`config.mk`:
```
export PLATFORM = sky130hd
export DESIGN_NAME = escape_sequence_byte_decoder_unit
export DESIGN_NICKNAME = d
export VERILOG_FILES = /design/src/hw/rtl/esbd_pkg.sv /design/src/hw/rtl/esbd_front.sv /design/src/hw/rtl/esbd_fifo.sv /design/src/hw/rtl/esbd_back.sv /design/src/hw/rtl/escape_sequence_byte_decoder_unit.sv
export VERILOG_INCLUDE_DIRS = /design/src /design/src/hw/rtl
export SDC_FILE = /design/constraint.sdc
export NUM_CORES = 1
export LEC_CHECK = 0
export BUFFER_PORTS_ARGS = -buffer_cell sky130_fd_sc_hd__buf_2
export CAP_MARGIN = 20
export CORE_MARGIN = 5
export CORE_UTILIZATION = 55
export CTS_CLUSTER_DIAMETER = 80
export DETAILED_ROUTE_END_ITERATION = 10
export PLACE_DENSITY = 0.76
export REMOVE_ABC_BUFFERS = 1
export SYNTH_ARGS = -nofsm -noshare
export SYNTH_HDL_FRONTEND = slang
export SYNTH_HIERARCHICAL = 1
export SYNTH_SLANG_ARGS = --single-unit
```
`constraint.sdc`:
```
create_clock -name i_clk -period 4.8 [get_ports i_clk]
set_clock_uncertainty 0.05 [all_clocks]
set_input_delay 0.48 -clock i_clk [delete_from_list [all_inputs] [get_ports i_clk]]
set_output_delay 0.48 -clock i_clk [all_outputs]
set_load 0.005 [all_outputs]
```
`src/hw/rtl/escape_sequence_byte_decoder_unit_assert.svh`:
```
// Assertion macros for the escape decoder RTL.
// Depends on nothing; included by modules that carry assertions.
`ifndef ESCAPE_SEQUENCE_BYTE_DECODER_UNIT_ASSERT_SVH
`define ESCAPE_SEQUENCE_BYTE_DECODER_UNIT_ASSERT_SVH

// Same-cycle implication, checked out of reset.
`define ESBD_ASSERT_IMP(lbl, clk, rst_n, ante, cons, msg) \
    lbl: assert property (@(posedge clk) disable iff (!rst_n) (ante) |-> (cons)) \
        else $error(msg);

// Next-cycle implication, checked out of reset.
`define ESBD_ASSERT_NXT(lbl, clk, rst_n, ante, cons, msg) \
    lbl: assert property (@(posedge clk) disable iff (!rst_n) (ante) |=> (cons)) \
        else $error(msg);

`endif

```
`src/hw/rtl/esbd_pkg.sv`:
```
// Types and constants of the escape sequence byte decoder.
// Depends on nothing; used by every module of the decoder.
package esbd_pkg;

    // Characters that drive the escape decoding.
    localparam logic [7:0] CH_BSLASH = 8'h5C;
    localparam logic [7:0] CH_N      = 8'h6E;
    localparam logic [7:0] CH_T      = 8'h74;
    localparam logic [7:0] CH_R      = 8'h72;
    localparam logic [7:0] CH_X      = 8'h78;
    localparam logic [7:0] BYTE_LF   = 8'h0A;
    localparam logic [7:0] BYTE_TAB  = 8'h09;
    localparam logic [7:0] BYTE_CR   = 8'h0D;

    // Offsets from a hex digit's character code to its value.
    localparam logic [7:0] OFS_DIGIT = 8'd48;
    localparam logic [7:0] OFS_UPPER = 8'd55;
    localparam logic [7:0] OFS_LOWER = 8'd87;

    // Decoder mode, one-hot.
    typedef enum logic [2:0] {
        MODE_TEXT = 3'b001,
        MODE_ESC  = 3'b010,
        MODE_HEX  = 3'b100
    } t_mode;

    // Input word.
    typedef struct packed {
        logic [7:0] in_char;
        logic       string_last;
    } t_in_word;

    // Result word.
    typedef struct packed {
        logic [7:0] out_byte;
        logic       has_byte;
        logic       run_last;
        logic       string_end;
    } t_out_word;

    // Work for the back end: one or two results caused by one input word.
    typedef struct packed {
        logic      two;
        t_out_word first;
        t_out_word second;
    } t_plan;

endpackage

```
`src/hw/rtl/esbd_front.sv`:
```
// Front end of the escape decoder: accepts input words, tracks escapes and
// plans each word with a result or string end. Depends on esbd_pkg.
module esbd_front import esbd_pkg::*; (
    input  logic     i_clk,
    input  logic     i_rst_n,
    input  logic     i_push,
    input  t_in_word i_in_word,
    input  logic     i_plan_full,
    output logic     o_plan_push,
    output t_plan    o_plan
);

    t_mode      r_mode, n_mode;
    logic       r_wait, n_wait;
    logic [3:0] r_held, n_held;

    logic       accept;
    logic [7:0] c;
    logic       last;
    logic       is_hex;
    logic [7:0] hex_full;
    logic [3:0] dval;
    logic       a_has, b_has, t_has, a_valid;
    logic [7:0] a_byte, b_byte, t_byte;

    assign accept = i_push && !i_plan_full;
    assign c      = i_in_word.in_char;
    assign last   = i_in_word.string_last;

    // Hex digit detection and value.
    always_comb begin
        is_hex   = 1'b1;
        hex_full = c - OFS_DIGIT;
        if (c >= "0" && c <= "9") begin
            hex_full = c - OFS_DIGIT;
        end else if (c >= "A" && c <= "F") begin
            hex_full = c - OFS_UPPER;
        end else if (c >= "a" && c <= "f") begin
            hex_full = c - OFS_LOWER;
        end else begin
            is_hex = 1'b0;
        end
        dval = hex_full[3:0];
    end

    // Decode one word: up to two bytes and the next escape state.
    always_comb begin
        n_mode = r_mode;
        n_wait = r_wait;
        n_held = r_held;
        a_has  = 1'b0;
        a_byte = 8'h00;
        b_has  = 1'b0;
        b_byte = 8'h00;
        t_has  = 1'b0;
        t_byte = c;
        case (r_mode)
            MODE_ESC: begin
                n_mode = MODE_TEXT;
                a_has  = 1'b1;
                if (c == CH_N) begin
                    a_byte = BYTE_LF;
                end else if (c == CH_T) begin
                    a_byte = BYTE_TAB;
                end else if (c == CH_R) begin
                    a_byte = BYTE_CR;
                end else if (c == CH_X) begin
                    a_has  = 1'b0;
                    n_mode = MODE_HEX;
                    n_wait = 1'b0;
                    n_held = 4'h0;
                end else begin
                    a_byte = c;
                end
            end
            MODE_HEX: begin
                if (is_hex) begin
                    if (r_wait) begin
                        a_has  = 1'b1;
                        a_byte = {r_held, dval};
                        n_wait = 1'b0;
                        n_held = 4'h0;
                    end else begin
                        n_wait = 1'b1;
                        n_held = dval;
                        a_has  = last;
                        a_byte = {4'h0, dval};
                    end
                end else begin
                    // The run closes; the closing character is plain text unless it starts an escape.
                    a_has  = r_wait;
                    a_byte = {4'h0, r_held};
                    n_wait = 1'b0;
                    n_held = 4'h0;
                    if (c == CH_BSLASH && !last) begin
                        n_mode = MODE_ESC;
                    end else begin
                        n_mode = MODE_TEXT;
                        t_has  = 1'b1;
                    end
                end
            end
            default: begin
                if (c == CH_BSLASH && !last) begin
                    n_mode = MODE_ESC;
                end else begin
                    n_mode = MODE_TEXT;
                    a_has  = 1'b1;
                    a_byte = c;
                end
            end
        endcase
        // A plain-text byte goes after any byte the run left behind.
        if (t_has) begin
            if (a_has) begin
                b_has  = 1'b1;
                b_byte = t_byte;
            end else begin
                a_has  = 1'b1;
                a_byte = t_byte;
            end
        end
    end

    // Pack the plan; a string end with no byte gets an empty marker.
    assign a_valid = a_has || last;

    always_comb begin
        o_plan.two                = b_has;
        o_plan.first.out_byte     = a_has ? a_byte : 8'h00;
        o_plan.first.has_byte     = a_has;
        o_plan.first.run_last     = !b_has;
        o_plan.first.string_end   = last && !b_has;
        o_plan.second.out_byte    = b_byte;
        o_plan.second.has_byte    = 1'b1;
        o_plan.second.run_last    = 1'b1;
        o_plan.second.string_end  = last;
    end

    assign o_plan_push = accept && a_valid;

    // Escape state; the end of a string returns it to reset.
    always_ff @(posedge i_clk) begin
        if (!i_rst_n) begin
            r_mode <= MODE_TEXT;
            r_wait <= 1'b0;
            r_held <= 4'h0;
        end else if (accept) begin
            if (last) begin
                r_mode <= MODE_TEXT;
                r_wait <= 1'b0;
                r_held <= 4'h0;
            end else begin
                r_mode <= n_mode;
                r_wait <= n_wait;
                r_held <= n_held;
            end
        end
    end

endmodule

```
`src/hw/rtl/esbd_fifo.sv`:
```
// Plan queue between the front and back ends of the escape decoder.
// Depends on esbd_pkg.
module esbd_fifo import esbd_pkg::*; #(
    parameter int DEPTH = 4
) (
    input  logic  i_clk,
    input  logic  i_rst_n,
    input  logic  i_push,
    input  t_plan i_data,
    output logic  o_full,
    input  logic  i_pop,
    output t_plan o_data,
    output logic  o_empty
);

    localparam int PTR_W = (DEPTH > 1) ? $clog2(DEPTH) : 1;
    localparam int CNT_W = $clog2(DEPTH + 1);

    t_plan            r_mem [DEPTH];
    logic [PTR_W-1:0] r_wr, r_rd;
    logic [CNT_W-1:0] r_cnt;
    logic             wr_en, rd_en;

    assign o_full  = (r_cnt == CNT_W'(DEPTH));
    assign o_empty = (r_cnt == '0);
    assign wr_en   = i_push && !o_full;
    assign rd_en   = i_pop && !o_empty;
    assign o_data  = r_mem[r_rd];

    // Entry storage.
    always_ff @(posedge i_clk) begin
        if (wr_en) begin
            r_mem[r_wr] <= i_data;
        end
    end

    // Pointers and fill count.
    always_ff @(posedge i_clk) begin
        if (!i_rst_n) begin
            r_wr  <= '0;
            r_rd  <= '0;
            r_cnt <= '0;
        end else begin
            if (wr_en) begin
                r_wr <= (r_wr == PTR_W'(DEPTH - 1)) ? '0 : r_wr + 1'b1;
            end
            if (rd_en) begin
                r_rd <= (r_rd == PTR_W'(DEPTH - 1)) ? '0 : r_rd + 1'b1;
            end
            if (wr_en && !rd_en) begin
                r_cnt <= r_cnt + 1'b1;
            end else if (rd_en && !wr_en) begin
                r_cnt <= r_cnt - 1'b1;
            end
        end
    end

endmodule

```
`src/hw/rtl/esbd_back.sv`:
```
// Back end of the escape decoder: expands plans into result words and
// holds them in the output register. Depends on esbd_pkg and the macros.
`include "escape_sequence_byte_decoder_unit_assert.svh"
module esbd_back import esbd_pkg::*; (
    input  logic      i_clk,
    input  logic      i_rst_n,
    input  t_plan     i_head,
    input  logic      i_head_valid,
    output logic      o_head_pop,
    input  logic      i_pop,
    output t_out_word o_out_word,
    output logic      o_empty
);

    t_out_word r_out, n_out;
    t_out_word r_sec, n_sec;
    logic      r_out_valid, n_out_valid;
    logic      r_sec_valid, n_sec_valid;
    logic      load;

    assign load = !r_out_valid || i_pop;

    // Refill the output register from the held second word or a new plan.
    always_comb begin
        n_out       = r_out;
        n_sec       = r_sec;
        n_out_valid = r_out_valid && !i_pop;
        n_sec_valid = r_sec_valid;
        o_head_pop  = 1'b0;
        if (load) begin
            if (r_sec_valid) begin
                n_out       = r_sec;
                n_out_valid = 1'b1;
                n_sec_valid = 1'b0;
            end else if (i_head_valid) begin
                n_out       = i_head.first;
                n_out_valid = 1'b1;
                o_head_pop  = 1'b1;
                if (i_head.two) begin
                    n_sec       = i_head.second;
                    n_sec_valid = 1'b1;
                end
            end
        end
    end

    // Valid flags.
    always_ff @(posedge i_clk) begin
        if (!i_rst_n) begin
            r_out_valid <= 1'b0;
            r_sec_valid <= 1'b0;
        end else begin
            r_out_valid <= n_out_valid;
            r_sec_valid <= n_sec_valid;
        end
    end

    // Result words.
    always_ff @(posedge i_clk) begin
        r_out <= n_out;
        r_sec <= n_sec;
    end

    assign o_out_word = r_out;
    assign o_empty    = !r_out_valid;

    // A held second word always has its first word ahead of it.
    `ESBD_ASSERT_IMP(a_sec_behind_out, i_clk, i_rst_n, r_sec_valid, r_out_valid,
        "second word held with no word in the output register")
    // The string-end word is always the last word of its input.
    `ESBD_ASSERT_IMP(a_end_is_run_last, i_clk, i_rst_n, r_out_valid && r_out.string_end,
        r_out.run_last, "string end on a word that is not last of its input")
    // A word that is not last of its input is followed at once by its partner.
    `ESBD_ASSERT_NXT(a_partner_follows, i_clk, i_rst_n,
        r_out_valid && i_pop && !r_out.run_last, r_out_valid,
        "second word of an input did not follow the first")

endmodule

```
`src/hw/rtl/escape_sequence_byte_decoder_unit.sv`:
```
// Path: an accepted word is queued as a plan, then loaded into the output register.
// Throughput: one input word per cycle while the queue is not full and each word
// gives at most one result; a word's two results leave the single port in turn.
// The plan queue (DEPTH entries) lets input and output stall independently.
// Reset: synchronous, active low; clears the escape state, queue and output.
module escape_sequence_byte_decoder_unit import esbd_pkg::*; #(
    parameter int DEPTH = 4
) (
    input  logic      i_clk,
    input  logic      i_rst_n,
    input  logic      push,
    input  t_in_word  i_in_word,
    output logic      full,
    input  logic      pop,
    output t_out_word o_out_word,
    output logic      empty
);

    logic  plan_push, plan_full, plan_pop, plan_empty;
    t_plan plan_in, plan_head;

    // Front end: classify words and build plans.
    esbd_front u_front (
        .i_clk       (i_clk),
        .i_rst_n     (i_rst_n),
        .i_push      (push),
        .i_in_word   (i_in_word),
        .i_plan_full (plan_full),
        .o_plan_push (plan_push),
        .o_plan      (plan_in)
    );

    // Queue of plans between the two ends.
    esbd_fifo #(
        .DEPTH (DEPTH)
    ) u_fifo (
        .i_clk   (i_clk),
        .i_rst_n (i_rst_n),
        .i_push  (plan_push),
        .i_data  (plan_in),
        .o_full  (plan_full),
        .i_pop   (plan_pop),
        .o_data  (plan_head),
        .o_empty (plan_empty)
    );

    // Back end: emit result words.
    esbd_back u_back (
        .i_clk        (i_clk),
        .i_rst_n      (i_rst_n),
        .i_head       (plan_head),
        .i_head_valid (!plan_empty),
        .o_head_pop   (plan_pop),
        .i_pop        (pop),
        .o_out_word   (o_out_word),
        .o_empty      (empty)
    );

    assign full = plan_full;

endmodule
```
==> flow_summary.yaml <==
power:
  p_leak_nw: 2.27
  ir_drop_v: 0.000266
  cellPowerDensity_mw_per_mm2: 527
placed_design:
  gp_congestion: 0.908
  dp_hpwl_mm: 7.71
  portBuffers: 25
grt:
  grt_pass1_wl_mm: 18.9
  grtUsageMet3_pct: 5.07
  antenna_found_initial: 0
  globalRoute.totalOverflow: 0
  use_met2_pct: 32.0
  grtUsageTotal_pct: 19.5
  met1_usage_pct: 25.9
  grt-busiest-layer: "met2"
  grt_max_degree: 24
  grt_pass1_vias: 3465
sta:
  worstMarginPinSlew_ps: 1020
  min_period_over_period_pct: 82.3
  setup_violations: 0
  hold_slack_ps: 232
  rsz0062_at_grt: "no"
  period_minus_slack_ps: 3950
  finalHoldViolations: 0
  drv_slew: 0
  slew_headroom_pct: 31.8
  fmax_ghz: 0.253
  fin_tns_setup_ps: 0
synth:
  yosysSeqAreaShare_pct: 63.8
  synth-edff-count: 114
  synthArstFlopShare_pct: 0
  ys.flop_type: "edfxtp_1"
  postSynthCellCount: 374
  yosysWarnings: 6
  ys_ff_latch: 133
  synth_area_mm2: 0.00596
  avgSynthCellArea_um2: 15.9
  synth_cell_types: 70
critical_path:
  crit_path_top_delay_cell: "nor2b_1"
  crit_family: "simple AND/OR/NAND/NOR gates"
  cp-startpoint: "i_in_word[1]"
  crit_type: "input port to flop"
  crit_fanout: 9
  critical_path.startpoint_type: "input port"
  worstPathArrival_ps: 4330
  required_ps: 5170
  path_cells: "buf_2 > inv_1 > ha_1 > or3b_1 > and3_1 > nor3_4 > a21oi_1 > a21oi_1 > nor2b_1 > ha_1 > inv_1 > fa_1 > xor2_1 > or3_1 > a21boi_0"
  reg2reg_from: "u_front/r_mode[2]$_SDFFE_PN0P_"
  path_buf_inv: 3
  cp_slowest_stage_delay_ps: 420
  cp-end-kind: "flop"
floorplan:
  die_y_um: 114
  core_mm2: 0.0107
  die_w_um: 114
  die-area_mm2: 0.0130
  initial_core_util_pct: 55.5
  row_count: 38
  io_pins: 26
drt:
  vias: 3338
  drc: 0
  totalWireLength_mm: 11.6
  route.detailed.wl_per_inst_um: 20.8
  drtIter0Drc: 206
  drtPass1Iterations: 4
  viasPerCell: 5.96
  ant_nets: 0
clocking:
  post_cts_buffers: 0
  clockRootBuffer: "clkbuf_8"
  clk_pin_slew_ps: 60
  cts_hold_buf: 0
  cts_tree: "done"
  worstSkewPairLatency_ps: 510
  post_cts_resized: 0
  clk_path_buf_depth: 2
  htreeDepth: 4
  clock_sinks: 133
  numCtsBuffers: 17
min_path:
  hold_path.class: "input port to flop"
  worstHoldStart: "pop"
finish:
  nets: 431
  diodes: 0
  drive_above_1_share_pct: 25.7
  layout_commonest_cell: "edfxtp_1"
  final_cell_mix: "edfxtp_1 (114), nand2_1 (28), buf_2 (25)"
  syn_to_final_growth_pct: 12.2
flow_run:
  max_cap_violations: 0
outcome:
  status: "finished clean"
==> flip-flops by register name, indices dropped and copies added (netlist names), named ones only <==
| name | cells |
|---|---|
| u_front/r_wait | 1 |
| u_fifo/r_rd | 2 |
| u_back/r_sec | 11 |
| u_back/r_sec_valid | 1 |
| u_back/r_out_valid | 1 |
| u_front/r_mode | 3 |
| u_fifo/r_wr | 2 |
| u_back/o_out_word | 11 |
| u_front/r_held | 4 |
| u_fifo/r_mem | 92 |
| u_fifo/r_cnt | 3 |
==> stage by stage <==
stage / instances / instance area (µm²) / total power [mW] / setup WS [ps] / util (%)
after floorplan: 355 / 5780 / 2.12 / 1100 / -
final: 560 / 6690 / 3.52 / 848 / 62.2
after detailed placement: 527 / 6130 / 2.38 / 392 / 57.1
after CTS: 559 / 6670 / 3.55 / 899 / 62.1
after global routing: 560 / 6690 / 3.70 / 568 / 62.2
after global placement: 527 / 6130 / 2.33 / 611 / 57.1
==> routing by layer <==
metal  wire length, µm  share of wire (%)
met1              5060                 43
met2              5880                 51
met3               535                4.6
met4               157                1.3
met5                 0                  0
==> cell type report <==
cell class	count	area (µm²)
Fill cell	799	4060
Sequential cell	133	3800
Multi-Input combinational cell	209	1930
Clock buffer	21	429
Timing Repair Buffer	33	191
Tap cell	140	175
Clock inverter	11	110
Inverter	13	48.8
==> kinds of logic (layout without fill, tap and decap cells) <==
family,count (synthesis),after routing,share of synthesized area [%]
flip-flops,133,133,63.8
AND/OR/NAND/NOR,94,94,9.23
AO/OA/AOI/OAI,57,57,7.51
multiplexers,40,40,12.3
buffers and inverters,33,78,3.92
adder cells (fa/ha/maj),11,11,2.43
XOR/XNOR,5,5,0.734
other,1,2,0.0629
==> path summary, 6_finish.rpt <==
| kind | to | slack [ps] | cells after the start |
|---|---|---|---|
| max | u_fifo/r_cnt[2]$_SDFFE_PN0P_ | 850 | 15 |
| min | u_back/r_sec_valid$_SDFFE_PN0P_ | 230 | 3 |
| max reg2reg | u_fifo/r_cnt[2]$_SDFFE_PN0P_ | 1050 | 11 |
| min reg2reg | u_front/r_held[2]$_SDFFE_PN0P_ | 440 | 2 |
==> cells in the mapped netlist (2+ instances only) <==
master    instances  area [µm²]
edfxtp_1        114        3420
buf_4             7        52.6
a21boi_0          2        15.0
nand2_1          28         105
mux2i_1           5        50.1
nand3_1           4        20.0
o21ai_2           2        17.5
mux2_4            6        90.1
nand2b_1          4        25.0
a211oi_1          2        15.0
xnor2_1           4        35.0
nor3b_2           3        37.5
nor2b_1           7        43.8
dfxtp_1          19         380
mux2_2            6        67.6
buf_2             4        20.0
a21oi_2           2        17.5
o31ai_1           5        37.5
mux4_2           21         473
and2_1           13        81.3
a21o_1            3        22.5
inv_1            12        45.0
a32o_1            6        60.1
nand4b_1          3        26.3
a21oi_1           7        35.0
buf_12            3        60.1
nor3_1            3        15.0
or3b_1            3        26.3
buf_6             4        45.0
and3_1            3        18.8
o32ai_1           2        17.5
o21ai_0           3        15.0
nor2_1           12        45.0
ha_1             10         125
a221oi_2          2        30.0
mux4_1            2        52.6
o21ai_1           5        25.0
==> worst reg2reg max path, cell delays in order, from the launching register on <==
cell and delay, ps:
dfxtp_1 440, or3b_1 510, nor3_4 450, a21oi_1 200, a21oi_1 180, nor2b_1 420, ha_1 270, inv_1 60
fa_1 370, xor2_1 160, or3_1 320, a21boi_0 220
==> power breakdown <==
part | internal [mW] | total, mW | switching, mW
sequential | 1.52 | 1.63 | 0.111
combinational | 0.370 | 0.722 | 0.353
clock | 0.730 | 1.17 | 0.440
total | 2.62 | 3.52 | 0.903
(Power assumes the default switching activity.)
